$ cat src/smwf_pkg.sv
// Shared types and constants of the streaming multilevel wavelet filter bank.
package smwf_pkg;
  localparam int CFG_ADDR_W = 3;
  localparam int CFG_DATA_W = 32;
  localparam logic [CFG_ADDR_W-1:0] REG_GAIN = 3'd0;
  localparam logic [CFG_ADDR_W-1:0] REG_OFFSET = 3'd1;
  localparam logic [CFG_ADDR_W-1:0] REG_DECIMATE = 3'd2;
  localparam logic [CFG_ADDR_W-1:0] REG_LEVELS = 3'd3;
  localparam logic [CFG_ADDR_W-1:0] REG_TAPS = 3'd4;
  localparam logic [CFG_ADDR_W-1:0] REG_SELECT = 3'd5;
  localparam logic [CFG_ADDR_W-1:0] REG_LP_COEF = 3'd6;
  localparam logic [CFG_ADDR_W-1:0] REG_HP_COEF = 3'd7;
  localparam int COEF_W = 18;
  localparam int WORD_W = 32;

  typedef struct packed {
    logic [2:0]  level_index;
    logic        band;
    logic [31:0] coefficient;
    logic        last;
  } result_t;

  function automatic logic signed [31:0] sat32(input logic signed [65:0] v);
    if (v > 66'sd2147483647) return 32'sh7fffffff;
    if (v < -66'sd2147483648) return 32'sh80000000;
    return v[31:0];
  endfunction
endpackage

$ cat src/smwf_front.sv
// Front end: accepts a raw sample, scales it by the gain, adds the offset and saturates it into a Q15.16 word.
module smwf_front #(
  parameter int SAMPLE_BITS = 16
) (
  input  logic                   clk,
  input  logic                   rst_n,
  input  logic                   in_valid,
  output logic                   in_ready,
  input  logic [SAMPLE_BITS-1:0] in_raw,
  input  logic signed [31:0]     gain,
  input  logic signed [31:0]     offset,
  output logic                   q_valid,
  input  logic                   q_ready,
  output logic [31:0]            q_word
);
  logic                 prod_v_r;
  logic signed [64:0]   prod_r;
  logic                 word_v_r;
  logic [31:0]          word_r;
  logic signed [65:0]   sum;

  assign in_ready = !prod_v_r && !word_v_r;
  assign sum = 66'(prod_r) + 66'(offset);
  assign q_valid = word_v_r;
  assign q_word = word_r;

  always_ff @(posedge clk) begin
    if (!rst_n) begin
      prod_v_r <= 1'b0;
      word_v_r <= 1'b0;
    end else begin
      if (in_valid && in_ready) begin
        prod_v_r <= 1'b1;
        prod_r <= $signed({1'b0, in_raw}) * gain;
      end else if (prod_v_r && !word_v_r) begin
        prod_v_r <= 1'b0;
        word_v_r <= 1'b1;
        word_r <= smwf_pkg::sat32(sum);
      end else if (word_v_r && q_ready) begin
        word_v_r <= 1'b0;
      end
    end
  end
endmodule

$ cat config.mk
export PLATFORM = sky130hd
export DESIGN_NAME = smwf_front
export DESIGN_NICKNAME = d
export VERILOG_FILES = /design/src/smwf_pkg.sv /design/src/smwf_front.sv
export SDC_FILE = /design/constraint.sdc
export NUM_CORES = 1
export LEC_CHECK = 0
export CAP_MARGIN = 20
export CORE_UTILIZATION = 45
export CTS_CLUSTER_DIAMETER = 50
export DETAILED_ROUTE_END_ITERATION = 10
export DONT_BUFFER_PORTS = 1
export PLACE_DENSITY = 0.67
export SETUP_SLACK_MARGIN = 0.1
export SYNTH_ARGS = -nofsm -noshare
export SYNTH_HDL_FRONTEND = slang
export SYNTH_SLANG_ARGS = --single-unit
$ cat constraint.sdc
create_clock -name clk -period 9.1 [get_ports clk]
set_input_delay 0.455 -clock clk [delete_from_list [all_inputs] [get_ports clk]]
set_output_delay 0.455 -clock clk [all_outputs]
set_load 0.01 [all_outputs]
# After elaboration in Yosys (flattened, before gate mapping)
# Index checks and enable logic that the tools add are counted.
[totals] regBits=83 out_inout_bits=34 wordCells=37
[classes] addsub=1 mul=1 magnitude_cmp=2 mux=17 n_bitwise=1 n_reduce_logical=11
[ops] operator="2-to-1 mux 32 bit" count=4
[ops] operator="greater-than comparator 66 x 32 -> 1 bit (second input constant)" count=1
[ops] operator="< comparator 66 x 32 -> 1 bit (second input constant)" count=1
[ops] operator="adder 49 x 32 -> 50 bit" count=1
[ops] operator="multiplier 17 x 32 -> 49 bit" count=1
[ops] operator="2-to-1 mux 1 bit" count=13
[ops] operator="logical AND 1 bit" count=4
[ops] operator="AND reduction 2 bit" count=2
[ops] operator="nonzero test 2 bit" count=2
[ops] operator="AND reduction 3 bit" count=1
[ops] operator="logical NOT 1 bit" count=2
[ops] operator="inverter 1 bit" count=1

# Longest topological paths before layout
[logic_depth] word_depth=12 mapped_depth=26 depth_no_buf=25

# Worst setup path after synthesis
# OpenSTA, ideal clock, no wires.
[synth_timing] kind="input to register" from="input in_raw[10]" to="register prod_r[45] (data pin)" setup_time_ns=0.259 arrival_ns=6.498 required_time_ns=8.841 setup_slack_ns=2.343 stages=25 path_buffers=1 cell_sequence="clkbuf_1 -> nand2_1 -> fa_1 -> inv_1 -> fa_1 -> inv_1 -> fa_1 -> inv_1 -> fa_1 -> fa_1 -> inv_1 -> fa_1 -> inv_1 -> ha_1 -> and4_1 -> and3_1 -> a22oi_1 -> o31ai_1 -> o21ai_0 -> a31oi_1 -> and4_1 -> a2111oi_0 -> o22ai_1 -> a41oi_1 -> xnor2_1"
[synth_between] elab_chain_len=1
[synth_lines] item="from (decl)" line="smwf_front.sv:9" text="input logic [SAMPLE_BITS-1:0] in_raw,"
[synth_lines] item="multiplier 17 x 32 -> 49 bit" line="smwf_front.sv:34" text="prod_r <= $signed({1'b0, in_raw}) * gain;"
[synth_lines] item="to (signal assigned)" line="smwf_front.sv:34"
[synth_lines] item="to (decl)" line="smwf_front.sv:17" text="logic signed [64:0] prod_r;"
# No other way between the ends.
# A chain may end at the register's enable or synchronous reset.

# Final worst setup path
[layout_timing] from="input gain[8]" to="register prod_r[45] (data pin)"
[layout_between] elab_chain_len=1
[layout_lines] item="from (decl)" line="smwf_front.sv:10" text="input logic signed [31:0] gain,"
[layout_lines] item="multiplier 17 x 32 -> 49 bit" line="smwf_front.sv:34"
# No other way between the ends.

==> metrics.md <==
| Metric | Value |
|---|---|
| Status | finished, violations left |
| Failing checks | DRC |
| YS warnings | 0 |
| R2R cell count | 12 |
| Post-DRT Antenna Nets | 0 |
| First-pass GRT wire length | 99.18 mm |
| Die ar. | 54730 µm² |
| Half-perimeter wire length after detailed placement | 49.77 mm |
| Worst-Skew Late Latency | 0.35 ns |
| Die height | 233.9 µm |
| Critical Path RT | 9.19 ns |
| Crit path from | gain[8] |
| RSZ-0062 raised after global routing | no |
| Crit path capture | prod_r[45] |
| Clock skew | 0.008846 ns |
| Tmin final | 6.756 ns |
| Post-Syn Instances | 2697 |
| Synth Flop Type | edfxtp_1 |
| Post-Syn Nets | 3437 |
| Pre-antenna DRT Iters | 10 |
| Drt via density | 5.346 |
| Tot GR Track Use | 23.01% |
| Max cap viols | 0 |
| First DRT Iteration DRCs | 1315 |
| Critical-path cell list | and2_1 -> fa_1 -> inv_1 -> fa_1 -> fa_1 -> inv_1 -> fa_1 -> fa_1 -> inv_1 -> fa_1 -> inv_1 -> ha_1 -> a2111oi_0 -> o21ai_0 -> a22oi_1 -> o31ai_1 -> o21ai_0 -> a31oi_1 -> and4_1 -> a2111oi_0 -> o22ai_1 -> a41oi_1 -> xnor2_1 |
| Largest net degree at the start of global routing | 50 |
| RR Endpoint | q_word[15] |
| Synth top area share | 40.52% |
| Tcrit/Tclk final | 74.24% |
| Core area | 52870 µm² |
| Initial Util | 45.79% |
| # Post-CTS Setup Buffers | 0 |
| CTS tree | built |
| Number of synthesized flops with an enable pin | 81 |
| Hold Crit Start | rst_n |
| CTS Buf Count | 9 |
| Final #Nets | 3332 |
| Die width | 233.9 µm |
| Initial antenna violation count | 0 |
| Grt ovf | 0 |
| CP arrival | 6.85 ns |
| Post-synthesis instance area | 24210 µm² |
| Register area share after synthesis | 10.21% |
| Diode count | 0 |
| Io pins | 118 |
| Largest cells by area after synthesis | fa_1, edfxtp_1, inv_1 |
| Vias in the first global route | 18790 |
| Wire per inst | 18.26 µm |
| Synth cell types | 75 |
| Clk sinks | 83 |
| Number of core rows | 84 |
| Slowest stage cell, crit path | fa_1 |
| Async S/R FF share, synth | 0% |
| CP Launch Type | input pin |
| Final WL | 59.96 mm |
| Reg2reg start | prod_r[25] |
| Via count | 17560 |
| Layout cells sized above 1 | 2.465% |
| Worst hold path type | input pin to register |
| Worst Max-Slew Pin Slew | 1.049 ns |
| Total negative slack | 0 ns |
| Setup Viol. Count Final | 0 |
| CP endpoint kind | register |
| Reg clk slew, reported paths | 0.06 ns |
| CP dominant cell by count | fa_1 |
| Flop-to-flop setup slack | 4.37 ns |
| Htree depth | 3 |
| Max Slew Vio Count | 0 |
| Synthesized flop and latch total | 83 |
| Crit-path max FO | 16 |
| Area Overhead vs Synth | 3.081% |
| Max Clk Rate | 0.1480 GHz |
| Placer Congestion | 0.9115 |
| Port Buffers | 0 |
| Final std cells w/o fill | 3284 |
| Final hold vios | 0 |
| Bufs on Longest Clock Path | 2 |
| # DRC | 13 |
| Relative slew slack | 30.07% |
| Slowest stage delay, CP | 0.54 ns |
| Area leader, netlist | fa_1 |
| Resize count post-CTS | 0 |
| Hold_buf cts | 0 |
| Critical path class | input pin to register |
| CTS root buffer | clkbuf_16 |
| Syn avg cell area | 8.976 µm² |
| Placed instance count | 3268 |
metrics by stage:
step           util, %  setup slack [ns]  area, µm²  hold slack (ns)
6_report         47.20             2.344      24950           0.2298
5_1_grt          47.20             2.002      24950           0.2468
4_1_cts          47.17             2.382      24940           0.2171
3_5_place_dp     46.54             2.017      24610           0.4900
3_3_place_gp     46.54             2.038      24610           0.4751
2_1_floorplan        -             2.343      24210           0.4657
metal layers:
layer / vias to the layer above / GRT usage [%] / routed length, µm
li1: 8079 / - / -
met1: 8844 / 33.09 / 28000
met2: 556 / 36.62 / 26830
met3: 78 / 3.465 / 3941
met4: 0 / 5.235 / 1181
met5: - / 0 / 0
critical path, delay by kind of cell:
family	cells	cell delay [ns]
adders and majority gates	7	3.32
AOI/OAI and AO/OA	9	2.38
and+or+nand+nor	2	0.40
buffers and inverters	4	0.19
xor gates and xnor gates	1	0.09
state kept, by name, summed over array words and instances, names as in the netlist:
signal,flops
q_valid,1
prod_v_r,1
q_word,32
prod_r,49
area by class of cell:
class	instances	area [µm²]
Inverter	602	2260
Multi-Input combinational cell	1893	19000
Timing Repair Buffer	3	30.03
Clock buffer	10	229.0
Sequential cell	83	2472
Tap cell	688	860.8
Fill cell	4990	27910
Clock inverter	5	102.6
worst min path at each step:
stage	to	cells past startpoint
detailed placement	prod_v_r	2
global placement	prod_v_r	2
global route	prod_v_r	1
floorplan	prod_v_r	2
CTS	q_valid	2
finish	q_valid	2
placed cells by master (no fill, tap or decap), drive strengths merged, types with 3 or more instances in the layout:
cell type,count
inv,602
fa,490
nand2,345
and2,249
ha,166
a21oi,127
edfxtp,81
nor2,61
o21ai,60
xnor2,52
a21o,48
xor2,31
nand4,29
nor2b,20
nand3,19
o21a,19
a31oi,19
a211oi,19
o21bai,17
nor3,11
clkbuf,10
nand2b,9
and3,9
or3,8
o211ai,8
nor4,8
or2,7
or4,7
a21boi,6
a2111oi,5
and4,4
o31ai,4
o22ai,3
bufinv,3
buf,3
logic make-up (layout without fill, tap and decap cells):
family                     after synthesis  after routing  synth area share (%)
and+or+nand+nor                        794            794                 16.51
buffers and inverters                  721            620                 11.32
adders and majority gates              656            656                 49.10
AOI/OAI and AO/OA                      360            360                 9.816
xor gates and xnor gates                83             83                 3.034
DFF                                     83             83                 10.21
cells in the mapped netlist (7+ instances only):
library cell	number
a211oi_1	16
a21o_1	48
a21oi_1	109
a21oi_2	18
a31oi_1	18
and2_1	248
and3_1	8
clkbuf_1	110
edfxtp_1	81
fa_1	490
ha_1	166
inv_1	602
nand2_1	345
nand2b_1	9
nand3_1	19
nand4_1	28
nor2_1	61
nor2b_1	20
nor3_1	10
o211ai_1	8
o21a_1	18
o21ai_0	56
o21bai_1	17
or2_2	7
or3_1	8
xnor2_1	51
xor2_1	31
Power is left out: the tool's default activity adds up to more than one toggle a clock period on the data nets, which glitch-free logic cannot reach.
